--- src/sv/tlnvf_pkg.sv ---
`timescale 1ns / 1ps
`default_nettype none

package tlnvf_pkg;

  // character codes
  localparam logic [7:0] CH_TAB    = 8'h09;
  localparam logic [7:0] CH_NL     = 8'h0A;
  localparam logic [7:0] CH_SPACE  = 8'h20;
  localparam logic [7:0] CH_DOLLAR = 8'h24;
  localparam logic [7:0] CH_DASH   = 8'h2D;
  localparam logic [7:0] CH_ZERO   = 8'h30;
  localparam logic [7:0] CH_QMARK  = 8'h3F;
  localparam logic [7:0] CH_I      = 8'h49;
  localparam logic [7:0] CH_M      = 8'h4D;
  localparam logic [7:0] CH_CARET  = 8'h5E;
  localparam logic [6:0] CH_DEL    = 7'h7F;
  localparam logic [6:0] CTRL_LIMIT  = 7'd32;
  localparam logic [7:0] CTRL_OFFSET = 8'd64;

  // configuration register indexes
  localparam int unsigned CFG_IDX_W  = 3;
  localparam int unsigned CFG_DATA_W = 2;
  localparam logic [CFG_IDX_W-1:0] REG_NUMBER_MODE      = 3'd0;
  localparam logic [CFG_IDX_W-1:0] REG_SHOW_LINE_ENDS   = 3'd1;
  localparam logic [CFG_IDX_W-1:0] REG_SHOW_TAB_MARKS   = 3'd2;
  localparam logic [CFG_IDX_W-1:0] REG_SHOW_NONPRINTING = 3'd3;
  localparam logic [CFG_IDX_W-1:0] REG_SQUEEZE_BLANK    = 3'd4;

  // numbering modes
  localparam logic [1:0] NM_NONE = 2'd0;
  localparam logic [1:0] NM_ALL  = 2'd1;

  // status of the selected counter digit
  typedef struct packed {
    logic [3:0] digit;
    logic       is_zero;
    logic       is_nine;
  } digit_status_t;

endpackage

`default_nettype wire

--- src/sv/tlnvf_counter.sv ---
`timescale 1ns / 1ps
`default_nettype none

module tlnvf_counter
  import tlnvf_pkg::*;
#(
  parameter int NUM_DIGITS = 10,
  localparam int IW = $clog2(NUM_DIGITS)
) (
  input  logic          clk_i,
  input  logic          rst_ni,
  input  logic [IW-1:0] idx_i,
  input  logic          inc_i,
  output digit_status_t status_o
);

  logic [3:0] digits_q [NUM_DIGITS];
  logic [3:0] digit;

  assign digit = digits_q[idx_i];

  always_comb begin
    status_o.digit   = digit;
    status_o.is_zero = (digit == 4'd0);
    status_o.is_nine = (digit >= 4'd9);
  end

  // one decimal digit per step; carry is is_nine
  always_ff @(posedge clk_i or negedge rst_ni) begin
    if (!rst_ni) begin
      for (int i = 0; i < NUM_DIGITS; i++) begin
        digits_q[i] <= (i == 0) ? 4'd1 : 4'd0;
      end
    end else if (inc_i) begin
      digits_q[idx_i] <= status_o.is_nine ? 4'd0 : digit + 4'd1;
    end
  end

endmodule

`default_nettype wire

--- src/sv/text_line_number_visible_filter.sv ---
`timescale 1ns / 1ps
`default_nettype none

// Channel   Handshake                  Payload
// in        in_valid_i / in_ready_o    data_byte_i
// out       out_valid_o / out_ready_i  out_byte_o, last_of_run_o
// cfg       cfg_we_i                   cfg_idx_i, cfg_data_i
//
// Plain byte: accept, then one cycle per output byte, up to 4.
// Numbered line start adds a digit scan down to the top nonzero digit,
// one cycle per pad, digit and tab byte, and a ripple increment over the
// carrying digits, all through the single digit unit of the counter.
// A stalled output holds the sequencer; one output register decouples it.
// Reset: counter 1, at line start, no empty run, all options off.

module text_line_number_visible_filter
  import tlnvf_pkg::*;
#(
  parameter int NUM_DIGITS = 10,
  parameter int PAD_WIDTH  = 6
) (
  input  logic                  clk_i,
  input  logic                  rst_ni,
  input  logic                  in_valid_i,
  output logic                  in_ready_o,
  input  logic [7:0]            data_byte_i,
  output logic                  out_valid_o,
  input  logic                  out_ready_i,
  output logic [7:0]            out_byte_o,
  output logic                  last_of_run_o,
  input  logic                  cfg_we_i,
  input  logic [CFG_IDX_W-1:0]  cfg_idx_i,
  input  logic [CFG_DATA_W-1:0] cfg_data_i
);

  localparam int IW = $clog2(NUM_DIGITS);
  localparam int PW = $clog2(PAD_WIDTH + 1);
  localparam int CW = (IW + 1 > PW) ? IW + 1 : PW;
  localparam logic [IW-1:0] LAST_IDX = IW'(NUM_DIGITS - 1);

  localparam logic [2:0] S_IDLE  = 3'd0;
  localparam logic [2:0] S_SCAN  = 3'd1;
  localparam logic [2:0] S_PAD   = 3'd2;
  localparam logic [2:0] S_DIGIT = 3'd3;
  localparam logic [2:0] S_TAB   = 3'd4;
  localparam logic [2:0] S_BODY  = 3'd5;
  localparam logic [2:0] S_INC   = 3'd6;

  logic [2:0]    state_q, state_d;
  logic [IW-1:0] idx_q, idx_d;
  logic [PW-1:0] pad_q, pad_d;
  logic          nine_q, nine_d;
  logic          num_q, num_d;
  logic [7:0]    body_q [4];
  logic [2:0]    blen_q;
  logic [1:0]    bpos_q, bpos_d;
  logic          at_ls_q, at_ls_d;
  logic [1:0]    empty_run_q, empty_run_d;

  logic [1:0] number_mode_q;
  logic       show_line_ends_q, show_tab_marks_q, show_nonprinting_q, squeeze_blank_q;

  logic       out_valid_q;
  logic [7:0] out_byte_q;
  logic       out_last_q;

  logic       slot_free, emit_en, emit_last;
  logic [7:0] emit_byte;
  logic       accept, load_body, inc_en;

  digit_status_t st;

  tlnvf_counter #(.NUM_DIGITS(NUM_DIGITS)) u_counter (
    .clk_i    (clk_i),
    .rst_ni   (rst_ni),
    .idx_i    (idx_q),
    .inc_i    (inc_en),
    .status_o (st)
  );

  // expansion of the current byte
  logic [7:0] bb [4];
  logic [2:0] blen_c;
  logic [7:0] tail0, tail1;
  logic [1:0] tlen;
  logic [6:0] c7;

  always_comb begin
    c7    = data_byte_i[6:0];
    tail0 = {1'b0, c7};
    tail1 = CH_QMARK;
    tlen  = 2'd1;
    if (c7 < CTRL_LIMIT) begin
      tail0 = CH_CARET;
      tail1 = {1'b0, c7} + CTRL_OFFSET;
      tlen  = 2'd2;
    end else if (c7 == CH_DEL) begin
      tail0 = CH_CARET;
      tail1 = CH_QMARK;
      tlen  = 2'd2;
    end
    bb[0]  = data_byte_i;
    bb[1]  = CH_NL;
    bb[2]  = tail0;
    bb[3]  = tail1;
    blen_c = 3'd1;
    if (data_byte_i == CH_NL) begin
      if (show_line_ends_q) begin
        bb[0]  = CH_DOLLAR;
        blen_c = 3'd2;
      end
    end else if (data_byte_i == CH_TAB) begin
      if (show_tab_marks_q) begin
        bb[0]  = CH_CARET;
        bb[1]  = CH_I;
        blen_c = 3'd2;
      end
    end else if (show_nonprinting_q) begin
      if (data_byte_i[7]) begin
        bb[0]  = CH_M;
        bb[1]  = CH_DASH;
        blen_c = 3'd2 + {1'b0, tlen};
      end else begin
        bb[0]  = tail0;
        bb[1]  = tail1;
        blen_c = {1'b0, tlen};
      end
    end
  end

  logic          is_nl, blank, squeezed, num_c;
  logic [1:0]    er_inc;
  logic [CW-1:0] top_plus, pad_calc;
  logic          need_pad;

  always_comb begin
    is_nl    = (data_byte_i == CH_NL);
    blank    = at_ls_q && is_nl;
    er_inc   = (empty_run_q == 2'd3) ? 2'd3 : empty_run_q + 2'd1;
    squeezed = blank && squeeze_blank_q && (er_inc > 2'd1);
    num_c    = blank ? (number_mode_q == NM_ALL)
                     : (at_ls_q && (number_mode_q != NM_NONE));
    top_plus = CW'(idx_q) + CW'(1);
    need_pad = top_plus < CW'(PAD_WIDTH);
    pad_calc = CW'(PAD_WIDTH) - top_plus;
  end

  assign slot_free  = !out_valid_q || out_ready_i;
  assign in_ready_o = (state_q == S_IDLE);
  assign accept     = in_valid_i && in_ready_o;

  always_comb begin
    state_d     = state_q;
    idx_d       = idx_q;
    pad_d       = pad_q;
    nine_d      = nine_q;
    num_d       = num_q;
    bpos_d      = bpos_q;
    at_ls_d     = at_ls_q;
    empty_run_d = empty_run_q;
    load_body   = 1'b0;
    inc_en      = 1'b0;
    emit_en     = 1'b0;
    emit_byte   = CH_SPACE;
    emit_last   = 1'b0;
    unique case (state_q)
      S_IDLE: begin
        if (accept) begin
          load_body = 1'b1;
          num_d     = num_c;
          at_ls_d   = is_nl;
          bpos_d    = 2'd0;
          if (blank) begin
            if (squeeze_blank_q) empty_run_d = er_inc;
          end else if (at_ls_q) begin
            empty_run_d = 2'd0;
          end
          if (squeezed) begin
            state_d = S_IDLE;
          end else if (num_c) begin
            idx_d   = LAST_IDX;
            state_d = S_SCAN;
          end else begin
            state_d = S_BODY;
          end
        end
      end
      S_SCAN: begin
        if (!st.is_zero || idx_q == '0) begin
          nine_d  = (idx_q == LAST_IDX);
          pad_d   = PW'(pad_calc);
          state_d = need_pad ? S_PAD : S_DIGIT;
        end else begin
          idx_d = idx_q - IW'(1);
        end
      end
      S_PAD: begin
        if (slot_free) begin
          emit_en = 1'b1;
          pad_d   = pad_q - PW'(1);
          if (pad_q == PW'(1)) state_d = S_DIGIT;
        end
      end
      S_DIGIT: begin
        if (slot_free) begin
          emit_en   = 1'b1;
          emit_byte = CH_ZERO | {4'd0, st.digit};
          nine_d    = nine_q && st.is_nine;
          if (idx_q == '0) state_d = S_TAB;
          else idx_d = idx_q - IW'(1);
        end
      end
      S_TAB: begin
        if (slot_free) begin
          emit_en   = 1'b1;
          emit_byte = CH_TAB;
          state_d   = S_BODY;
        end
      end
      S_BODY: begin
        if (slot_free) begin
          emit_en   = 1'b1;
          emit_byte = body_q[bpos_q];
          emit_last = ({1'b0, bpos_q} == blen_q - 3'd1);
          if (emit_last) begin
            if (num_q && !nine_q) begin
              idx_d   = '0;
              state_d = S_INC;
            end else begin
              state_d = S_IDLE;
            end
          end else begin
            bpos_d = bpos_q + 2'd1;
          end
        end
      end
      S_INC: begin
        inc_en = 1'b1;
        if (st.is_nine && idx_q != LAST_IDX) idx_d = idx_q + IW'(1);
        else state_d = S_IDLE;
      end
      default: state_d = S_IDLE;
    endcase
  end

  always_ff @(posedge clk_i or negedge rst_ni) begin
    if (!rst_ni) begin
      state_q            <= S_IDLE;
      idx_q              <= '0;
      pad_q              <= '0;
      nine_q             <= 1'b0;
      num_q              <= 1'b0;
      bpos_q             <= 2'd0;
      at_ls_q            <= 1'b1;
      empty_run_q        <= 2'd0;
      out_valid_q        <= 1'b0;
      number_mode_q      <= NM_NONE;
      show_line_ends_q   <= 1'b0;
      show_tab_marks_q   <= 1'b0;
      show_nonprinting_q <= 1'b0;
      squeeze_blank_q    <= 1'b0;
    end else begin
      state_q     <= state_d;
      idx_q       <= idx_d;
      pad_q       <= pad_d;
      nine_q      <= nine_d;
      num_q       <= num_d;
      bpos_q      <= bpos_d;
      at_ls_q     <= at_ls_d;
      empty_run_q <= empty_run_d;
      if (emit_en) out_valid_q <= 1'b1;
      else if (out_ready_i) out_valid_q <= 1'b0;
      if (cfg_we_i) begin
        unique case (cfg_idx_i)
          REG_NUMBER_MODE:      number_mode_q      <= cfg_data_i;
          REG_SHOW_LINE_ENDS:   show_line_ends_q   <= cfg_data_i[0];
          REG_SHOW_TAB_MARKS:   show_tab_marks_q   <= cfg_data_i[0];
          REG_SHOW_NONPRINTING: show_nonprinting_q <= cfg_data_i[0];
          REG_SQUEEZE_BLANK:    squeeze_blank_q    <= cfg_data_i[0];
          default: ;
        endcase
      end
    end
  end

  always_ff @(posedge clk_i) begin
    if (emit_en) begin
      out_byte_q <= emit_byte;
      out_last_q <= emit_last;
    end
    if (load_body) begin
      for (int i = 0; i < 4; i++) body_q[i] <= bb[i];
      blen_q <= blen_c;
    end
  end

  assign out_valid_o   = out_valid_q;
  assign out_byte_o    = out_byte_q;
  assign last_of_run_o = out_last_q;

  // the line counter never reads as zero, so the scan stops on a real digit
  a_scan_nonzero: assert property (@(posedge clk_i) disable iff (!rst_ni)
    (state_q == S_SCAN && idx_q == '0) |-> !st.is_zero)
    else $error("line counter scanned as zero");

  a_pad_count: assert property (@(posedge clk_i) disable iff (!rst_ni)
    (state_q == S_PAD) |-> (pad_q != '0))
    else $error("pad state with no pad left");

  a_number_start: assert property (@(posedge clk_i) disable iff (!rst_ni)
    (accept && at_ls_q && data_byte_i != CH_NL && number_mode_q != NM_NONE)
      |=> (state_q == S_SCAN))
    else $error("numbered line start did not begin a digit scan");

  a_run_end: assert property (@(posedge clk_i) disable iff (!rst_ni)
    (emit_en && emit_last) |=> (state_q == S_IDLE || state_q == S_INC))
    else $error("sequencer kept emitting after the last byte");

endmodule

`default_nettype wire

--- config.mk ---
export PLATFORM = sky130hd
export DESIGN_NAME = text_line_number_visible_filter
export DESIGN_NICKNAME = d
export VERILOG_FILES = /design/src/sv/tlnvf_pkg.sv /design/src/sv/tlnvf_counter.sv /design/src/sv/text_line_number_visible_filter.sv
export SDC_FILE = /design/constraint.sdc
export NUM_CORES = 1
export LEC_CHECK = 0
export ABC_AREA = 1
export BUFFER_PORTS_ARGS = -buffer_cell sky130_fd_sc_hd__buf_2
export CAP_MARGIN = 20
export CORE_MARGIN = 1.5
export CORE_UTILIZATION = 40
export DETAILED_ROUTE_END_ITERATION = 12
export MAX_ROUTING_LAYER = met4
export PLACE_DENSITY = 0.56
export SLEW_MARGIN = 5
export SYNTH_ARGS = -nofsm -noshare
export SYNTH_HDL_FRONTEND = slang
export SYNTH_SLANG_ARGS = --single-unit
--- constraint.sdc ---
create_clock -name clk_i -period 2.45 [get_ports clk_i]
set_input_delay 0.3675 -clock clk_i [delete_from_list [all_inputs] [get_ports clk_i]]
set_output_delay 0.3675 -clock clk_i [all_outputs]
set_load 0.02 [all_outputs]
==> flow_summary.toml, run 1 <==
[outcome]
status = "complete, no violations"

[cells_and_area]
mostFrequentLayoutCells = "178 x nand2_1, 71 x inv_1, 68 x nor2_1"
final_common_cell = "nand2_1"
utilization = 0.463
final_cells = 939
synthToLayoutAreaGrowth_pct = 11.9
nNetsFinal = 783
drive_above_1_share = 0.203
num_antenna_cells = 0
fill_cells = 1462
design_area_mm2 = 0.00681

[critical_path]
path_class = "reg -> reg"
cp-start-kind = "flop"
max_stage_delay_ns = 0.40
crit_path_cell_trace = "buf_4, inv_6, nand2_1, a21oi_1, o21ai_2, nand3_2, inv_2, ha_1, inv_1, nor2_1, nand4_2, nand4_1, buf_4, nand4_1, nand2_1"
worstPathArrival_ns = 2.53
critPathCaptureType = "flop"
required_ns = 2.70
worstPathMaxFanout = 20
crit_slowest_cell = "dfrtp_1"
r2r_slack_ns = 0.18

[die]
die_area_mm2 = 0.0160
core_region_area_mm2 = 0.0147
rows = 44
io_pins = 29
fp.dieH_um = 126
start_util = 0.414
chipWidth_um = 126

[synthesis]
synth_area_leaders = "dfrtp_1 26%, edfxtp_1 21%, nand2_1 11%, inv_1 4.4%, nor2_1 4.3%"
synth-edff-count = 43
ys_ff_latch = 107
ys_warn_count = 0
ys_seq_area_frac = 0.476
syn_avg_cell_area_um2 = 8.63
yosysTopAreaCell = "dfrtp_1"
syn_inst = 705
synth-async-reset-ratio = 0.598
synth_top_area_share = 0.255
ys_types = 52
syn_area_mm2 = 0.00608
synth_flop_cell = "dfrtp_1"

[power_and_ir_drop]
peakVddDrop_uv = 692
cellPowerDensity_mw_per_mm2 = 1250
p_leak_nw = 3.04

[placement]
place_area_mm2 = 0.00649
dp.cells = 921
numPortBuffers = 28
dp_slack_ns = 0.135
dp_hpwl_mm = 10.3
gp_congestion = 0.869

[clocking]
clock-sinks = 107
cts_tree = "done"
cts_htree_levels = 3
cts_root_buf = "clkbuf_16"
cts.reportedPaths.clkPinSlew_ns = 0.08
cts.path.max_buffers = 2
clk_latency_ns = 0.36
cts_buffers = 9

[global_routing]
grt_overflow = 0
grtUsageTotal = 0.194
grt_pass1_vias = 4714
grt_pass1_wl_mm = 23.7
grt_max_degree = 65
antenna_found_initial = 0

[route]
ant_nets = 0
drc = 0
wl_mm = 14.1
routed-via-count = 4717
dr.pass1.iters = 4
wl_per_cell_um = 15.0
drt_iter0_markers = 380
vias_per_cell = 5.02

[sta]
worst_pin_slew_ns = 0.643
period_share = 0.927
maxSlewHeadroom = 0.569
fin_crit_ns = 2.27
maxSlewViolCount = 0
hold_viol_final = 0
holdWs_ns = 0.0156
fin_skew_ns = 0.0114
max_freq_mhz = 440
final-setup-viol-count = 0
fin_ws_ns = 0.179

[run]
maxCapViolations = 0

[worst_hold_path]
min_path_type = "in -> async"
layer usage:
| layer | global-route usage | share of wire | vias to the layer above |
|---|---|---|---|
| li1 | - | - | 2414 |
| met5 | - | 0 | - |
| met4 | 0.0548 | 0.014 | 0 |
| met2 | 0.318 | 0.48 | 75 |
| met3 | 0.0337 | 0.024 | 11 |
| met1 | 0.251 | 0.48 | 2217 |
final cells by class:
type,count,area (µm²),area share
clock inverter,7,51.3,0.00754
timing repair buffer,44,285,0.0419
tap,184,230,0.0338
inverter,87,337,0.0495
clock buffer,9,225,0.0331
sequential,107,2900,0.426
multi-input combinational,501,2780,0.409
state kept, by name, summed over array words and instances, names as in the netlist, 2 cells and up:
register / flops
state_q: 3
blen_q: 3
u_counter.digits_q: 40
bpos_q: 2
number_mode_q: 2
pad_q: 3
out_byte_o: 8
body_q: 31
empty_run_q: 2
idx_q: 4
critical path: cells and delay by family (launching register included):
kind / cells / cell delay, ns
adders and majority gates: 1 / 0.17
DFF: 1 / 0.40
and+or+nand+nor: 7 / 0.66
AOI/OAI and AO/OA: 2 / 0.28
buffers and inverters: 5 / 0.64
where the power goes:
| part | switching, mW | total [mW] | internal (mW) | leakage [nW] |
|---|---|---|---|---|
| Clock | 0.697 | 1.39 | 0.696 | 0.132 |
| Combinational | 2.86 | 4.29 | 1.43 | 1.68 |
| Sequential | 0.352 | 2.80 | 2.44 | 1.23 |
| Total | 3.91 | 8.48 | 4.57 | 3.04 |
final timing paths:
check / from / depth (start not counted) / end
max: idx_q[0] / 15 / state_q[1]
min: rst_ni / 2 / u_counter.digits_q[23]
max reg2reg: idx_q[0] / 15 / state_q[1]
min reg2reg: u_counter.digits_q[36] / 2 / u_counter.digits_q[36]
max in group asynchronous: rst_ni / 2 / u_counter.digits_q[36]
min in group clk_i: cfg_data_i[1] / 2 / number_mode_q[1]
metrics by stage:
stage                     TNS (ns)  total power [mW]
after floorplan                  0              6.00
after global placement           0              7.03
after detailed placement         0              7.10
after CTS                        0              8.52
after global routing       -0.0370              9.19
final                            0              8.48
logic make-up after synthesis:
| family | Yosys count | share of synthesized area |
|---|---|---|
| compound gates | 131 | 0.129 |
| buf+inv | 98 | 0.0704 |
| xor+xnor | 7 | 0.0126 |
| simple gates | 345 | 0.277 |
| other cells | 1 | 0.000617 |
| flops | 107 | 0.476 |
| mux | 1 | 0.00185 |
| fa+ha+maj | 15 | 0.0321 |
cells in the mapped netlist, types with 4 or more instances:
cell	number
edfxtp_1	43
a21oi_1	15
buf_6	5
o21a_1	4
ha_1	14
nand3_2	9
nand2_1	179
nand2_4	10
inv_1	72
o21ai_1	39
o21ai_2	13
nand4_1	13
dfrtp_1	62
o22ai_1	7
nor2_4	6
inv_2	12
nand3_1	21
nor2_2	7
nor3_1	5
nand2_2	13
o211ai_1	8
o21ai_0	38
nor2_1	70
xnor2_1	4
what timing repair did:
action	CTS	global route
hold buffers	0	0
endpoints found under the hold margin	0	0
setup buffers	0	2
gates resized for setup	0	9
endpoints found under the setup margin	0	47
No activity file was read; power rests on OpenSTA's default activity.
==> run 2, diff against run 1 <==
- ABC_AREA: 1 -> unset
==> flow_summary.toml, run 2 <==
[outcome]
status = "finished with violations"
violations = "negative setup slack"

[power_and_ir_drop]
total_power_mw = 7.90
cellPowerDensity_mw_per_mm2 = 1110
p_leak_nw = 2.98
peakVddDrop_uv = 440

[sta]
final-setup-viol-count = 50
fin_skew_ns = 0.0117
fin_crit_ns = 2.62
rsz0062_at_grt = "yes"
fin_ws_ns = -0.174
maxSlewHeadroom = 0.651
maxSlewViolCount = 0
period_share = 1.07
worst_pin_slew_ns = 0.523
max_freq_mhz = 381
hold_viol_final = 0

[synthesis]
ys_types = 71
synth-edff-count = 43
synthMuxAreaShare = 0.157
synth_compound_area_frac = 0.122
yosysMostFrequentCell = "dfrtp_1"
synth_xor_area_frac = 0.0137
synth-async-reset-ratio = 0.598
syn_area_mm2 = 0.00575
ys_seq_area_frac = 0.503
ys_ff_latch = 107
ys_warn_count = 0
syn_avg_cell_area_um2 = 11.8
synth_area_leaders = "dfrtp_1 27%, edfxtp_1 22%, mux2_2 7.4%, mux4_2 5.5%, ha_1 3.0%"
syn_inst = 486
synth_top_family_by_area = "multiplexers"
synth_fa_ha_area_frac = 0.0339
yosysTopAreaCell = "dfrtp_1"
synth_commonest_cells = "62 x dfrtp_1, 44 x nand2_1, 43 x edfxtp_1"
synth_top_area_share = 0.270
yosys.area_share.simple = 0.142
synth_flop_cell = "dfrtp_1"

[clocking]
cts_htree_levels = 3
cts_root_buf = "clkbuf_16"
cts_buffers = 9
clk_latency_ns = 0.36
cts_tree = "done"
cts.path.max_buffers = 2
clock-sinks = 107
cts.reportedPaths.clkPinSlew_ns = 0.07

[cells_and_area]
design_area_mm2 = 0.00712
mostFrequentLayoutCells = "60 x dfrtp_1, 50 x buf_4, 43 x nand2_1, 43 x edfxtp_1, 36 x mux2_2"
regMostFlops = "u_counter.digits_q"
nNetsFinal = 602
final_common_cell = "dfrtp_1"
largest_reg_flops = 40
num_antenna_cells = 0
drive_above_1_share = 0.373
synthToLayoutAreaGrowth_pct = 23.9

[critical_path]
cp-start-kind = "flop"
r2r_start = "idx_q[0]"
path_class = "reg -> reg"
reg2reg_depth = 10
critPathCaptureType = "flop"
crit_slowest_cell = "mux4_2"
crit_path_cell_trace = "buf_6, mux4_2, mux2i_4, o22ai_4, buf_4, ha_1, o211ai_1, o31ai_4, buf_12, mux2_2"
max_stage_delay_ns = 0.52
worstPathArrival_ns = 2.87
r2r_slack_ns = -0.17
required_ns = 2.69
r2r-end = "u_counter.digits_q[6]"
worstPathMaxFanout = 10

[die]
core_region_area_mm2 = 0.0139
io_pins = 29
fp.dieH_um = 123
rows = 43
start_util = 0.413
die_area_mm2 = 0.0151
chipWidth_um = 123

[route]
dr.pass1.iters = 4
drc = 0
drt_iter0_markers = 233
vias_per_cell = 5.50
wl_per_cell_um = 18.4
ant_nets = 0
wl_mm = 13.9
routed-via-count = 4145

[global_routing]
grt_pass1_vias = 4178
grt_pass1_wl_mm = 22.4
antenna_found_initial = 0
grtUsageTotal = 0.202
grt_overflow = 0
grt_max_degree = 44

[placement]
numPortBuffers = 28
dp_hpwl_mm = 10.2
place_area_mm2 = 0.00653
dp_slack_ns = -0.358
gp_congestion = 0.851

[worst_hold_path]
min_from = "cfg_data_i[1]"
hold_path_end = "number_mode_q[1]"
min_path_type = "in -> reg"
hold_depth = 2

[run]
maxCapViolations = 0
-- run 2: changes by cell type after synthesis, sizes merged, moves of 9 or more --
cell and change:
clkbuf +14, inv -71, mux2 +39, mux2i +13, mux4 +14, nand2 -158, nand2b +12, nand3 -24
nand4 -15, nor2 -55, nor2b +9, o21ai -63
-- run 2: logic make-up (layout without fill, tap and decap cells) --
family / after synthesis / count (layout)
and+or+nand+nor: 152 / 153
muxes: 67 / 67
DFF: 107 / 107
AOI/OAI and AO/OA: 97 / 97
adders and majority gates: 15 / 15
buffers and inverters: 38 / 124
xor gates and xnor gates: 9 / 9
other: 1 / 2
-- run 2: final cells by class --
cell class,instances,area (µm²)
well taps,180,225
repair buffers,92,716
clock buffers,9,225
clock inverters,7,75.1
multi-input cells,343,2920
flip-flops and latches,107,2900
fillers,1203,6810
inverters,16,63.8
-- run 2: through the flow --
step / hold WS (ns) / utilization / std cells / TNS [ns]
after global routing: 0.235 / 0.511 / 754 / -11.43
after global placement: 0.365 / 0.469 / 727 / -4.46
after CTS: 0.223 / 0.498 / 747 / -1.99
after detailed placement: 0.367 / 0.469 / 727 / -8.35
after floorplan: 0.0719 / - / 487 / -2.30
final: 0.237 / 0.511 / 754 / -5.17
-- run 2: timing repair --
action / in CTS / in global routing
cloned: 0 / 1
gates resized for setup: 20 / 34
hold buffers: 1 / 0
hold endpoints to repair: 20 / 0
pin swaps: 11 / 12
setup buffers: 4 / 6
setup endpoints to repair: 49 / 51
-- run 2: where the power goes --
group          total, mW  internal, mW  switching, mW
logic               3.82          1.78           2.04
clock network       1.50         0.801          0.696
registers           2.58          2.33          0.244
total               7.90          4.91           2.98
-- run 2: worst max path at each step --
stage	startpoint	endpoint	slack, ns	cells past startpoint
2_1_floorplan	idx_q[0]	idx_q[0]	-0.11	10
6_report	idx_q[0]	u_counter.digits_q[6]	-0.17	10
3_3_place_gp	idx_q[0]	u_counter.digits_q[0]	-0.17	7
4_1_cts	idx_q[0]	state_q[2]	-0.12	11
5_1_grt	idx_q[0]	u_counter.digits_q[1]	-0.30	10
3_5_place_dp	idx_q[0]	u_counter.digits_q[16]	-0.36	7
-- run 2: metal layers --
metal | share of wire | vias up | GRT usage
met2 | 0.48 | 101 | 0.306
li1 | - | 1978 | -
met3 | 0.050 | 11 | 0.0351
met4 | 0.012 | 0 | 0.0596
met5 | 0 | - | -
met1 | 0.46 | 2055 | 0.279
-- run 2: worst max-delay path, delay by kind of cell, from the launching register on --
family	cells	cell delay, ns
muxes	3	0.96
AOI/OAI and AO/OA	3	0.37
DFF	1	0.46
buffers and inverters	3	0.46
adders and majority gates	1	0.25
==> run 3, diff against run 2 <==
- SYNTH_HIERARCHICAL: unset -> 1
==> flow_summary.toml, run 3 <==
[sta]
fin_crit_ns = 2.84
maxSlewHeadroom = 0.542
holdWs_ns = 0.240
fin_ws_ns = -0.392
hold_viol_final = 0
max_freq_mhz = 352
worst_pin_slew_ns = 0.679
maxSlewViolCount = 0
rsz0062_at_grt = "yes"
fin_skew_ns = 0.0122
period_share = 1.16
final-setup-viol-count = 7

[power_and_ir_drop]
power_frac_clock = 0.157
p_comb_frac = 0.547
cellPowerDensity_mw_per_mm2 = 1260
sequentialPowerShare = 0.296
p_int_mw = 5.44
power_switching_mw = 3.83
p_leak_nw = 2.96
swShare = 0.413
peakVddDrop_uv = 561

[synthesis]
synth-edff-count = 43
syn_area_mm2 = 0.00600
ys_ff_latch = 107
synth-async-reset-ratio = 0.598
ys_warn_count = 6
ys_seq_area_frac = 0.483
syn_inst = 575
ys_types = 72
yosysTopAreaCell = "dfrtp_1"
syn_avg_cell_area_um2 = 10.4
synth_top_area_share = 0.259
synth_flop_cell = "dfrtp_1"
synth_area_leaders = "dfrtp_1 26%, edfxtp_1 22%, o21ai_0 3.6%, mux2i_1 3.5%, nor2_1 3.5%"
synth_commonest_cells = "62 x dfrtp_1, 56 x nor2_1, 50 x nand2_1"
yosysMostFrequentCell = "dfrtp_1"

[route]
drc = 0
dr.pass1.iters = 5
wl_mm = 15.0
vias_per_cell = 5.56
ant_nets = 0
routed-via-count = 4717
wl_per_cell_um = 17.7
drt_iter0_markers = 252

[cells_and_area]
mostFrequentLayoutCells = "63 x buf_4, 59 x dfrtp_1, 52 x nor2_1"
largest_reg_flops = 40
design_area_mm2 = 0.00735
num_antenna_cells = 0
drive_above_1_share = 0.287
synthToLayoutAreaGrowth_pct = 22.6
regMostFlops = "u_counter/digits_q"
final_common_cell = "buf_4"
fill_cells = 1333
nNetsFinal = 694

[worst_hold_path]
min_path_type = "in -> reg"

[critical_path]
worstPathMaxFanout = 7
startpoint = "idx_q[1]"
r2r_start = "idx_q[1]"
crit_end = "state_q[1]"
critPathCaptureType = "flop"
cp-start-kind = "flop"
worstPathArrival_ns = 3.09
path_class = "reg -> reg"
required_ns = 2.70
r2r_slack_ns = -0.39
reg2reg_depth = 15
r2r-end = "state_q[1]"

[die]
die_area_mm2 = 0.0157
io_pins = 29
fp.dieH_um = 125
chipWidth_um = 125
rows = 44
core_region_area_mm2 = 0.0146
start_util = 0.411

[global_routing]
grt_overflow = 0
grt_max_degree = 36
grt_pass1_wl_mm = 24.3
antenna_found_initial = 0
grtUsageTotal = 0.202
grt_pass1_vias = 4705

[placement]
numPortBuffers = 28
gp_congestion = 0.920
place_area_mm2 = 0.00680
dp_hpwl_mm = 10.9

[clocking]
cts.path.max_buffers = 2
cts_tree = "done"
clk_latency_ns = 0.36
cts_htree_levels = 3
cts.reportedPaths.clkPinSlew_ns = 0.08
clock-sinks = 107
cts_buffers = 9
cts_root_buf = "clkbuf_16"

[outcome]
status = "finished with violations"
violations = "negative setup slack"

[run]
maxCapViolations = 0
[run 3: worst max-delay path, cell delays in order (launching register included)]
cell      delay, ns
dfrtp_2        0.48
buf_12         0.17
buf_6          0.11
o211ai_1       0.30
a31oi_4        0.17
ha_4           0.19
nor2b_4        0.13
a21oi_4        0.16
buf_6          0.11
nand2_1        0.06
o22ai_2        0.12
a311oi_2       0.11
buf_4          0.16
buf_4          0.13
a221oi_2       0.23
o22ai_1        0.09
[run 3: cell families (layout without fill, tap and decap cells)]
| logic type | Yosys count | in the layout | share of synthesized area |
|---|---|---|---|
| XOR/XNOR | 7 | 7 | 0.0115 |
| AO/OA/AOI/OAI | 150 | 150 | 0.166 |
| other | 1 | 2 | 0.000625 |
| adder cells (fa/ha/maj) | 16 | 16 | 0.0346 |
| flip-flops | 107 | 107 | 0.483 |
| buffers and inverters | 53 | 142 | 0.0419 |
| AND/OR/NAND/NOR | 200 | 200 | 0.177 |
| multiplexers | 41 | 41 | 0.0858 |
[run 3: worst min-delay path by stage]
stage	startpoint	to	slack (ns)	cells past startpoint
finish	cfg_data_i[1]	number_mode_q[1]	0.24	2
CTS	cfg_data_i[1]	number_mode_q[1]	0.23	2
global route	cfg_data_i[1]	number_mode_q[1]	0.24	2
global placement	rst_ni	u_counter/digits_q[4]	0.38	1
detailed placement	rst_ni	u_counter/digits_q[4]	0.38	1
floorplan	rst_ni	bpos_q[0]	0.07	0
[run 3: final cells by class]
| type | instances | area, µm² | share of cell area |
|---|---|---|---|
| Multi-Input combinational cell | 416 | 3050 | 0.415 |
| Sequential cell | 107 | 2900 | 0.395 |
| Clock inverter | 6 | 66.3 | 0.00902 |
| Clock buffer | 10 | 229 | 0.0312 |
| Tap cell | 184 | 230 | 0.0313 |
| Timing Repair Buffer | 102 | 778 | 0.106 |
| Inverter | 24 | 92.6 | 0.0126 |
[run 3: per-layer routing]
layer  global-route usage  vias up  part of all wire  routed length (µm)
li1                     -     2275                 -                   -
met1                0.248     2312              0.45                6780
met2                0.331      111              0.49                7370
met3               0.0475       19             0.038                 567
met4               0.0608        0             0.018                 273
met5                    -        -                 0                   0
[run 3: through the flow]
step | power, mW | utilization | worst slack [ns] | cells | TNS, ns
floorplan | 5.67 | - | -0.641 | 576 | -3.32
global placement | 7.18 | 0.466 | -0.383 | 824 | -2.50
detailed placement | 7.25 | 0.466 | -0.438 | 824 | -2.80
CTS | 9.11 | 0.498 | -0.404 | 850 | -2.38
global route | 9.84 | 0.504 | -0.539 | 849 | -3.63
finish | 9.27 | 0.504 | -0.392 | 849 | -2.51
[run 3: what timing repair did]
item,in CTS,in global routing
endpoints found under the setup margin,11,21
hold buffers,1,0
endpoints found under the hold margin,22,0
cloned,1,0
buffers inserted,8,1
pin swaps,6,4
resized for setup,23,18
[run 3: power by group through the flow]
stage / sequential (mW) / clock (mW) / combinational (mW)
after floorplan: 2.76 / 0 / 2.91
after global placement: 2.75 / 0 / 4.42
after detailed placement: 2.76 / 0 / 4.49
after CTS: 2.74 / 1.50 / 4.87
after global routing: 2.79 / 1.56 / 5.49
final: 2.74 / 1.45 / 5.07
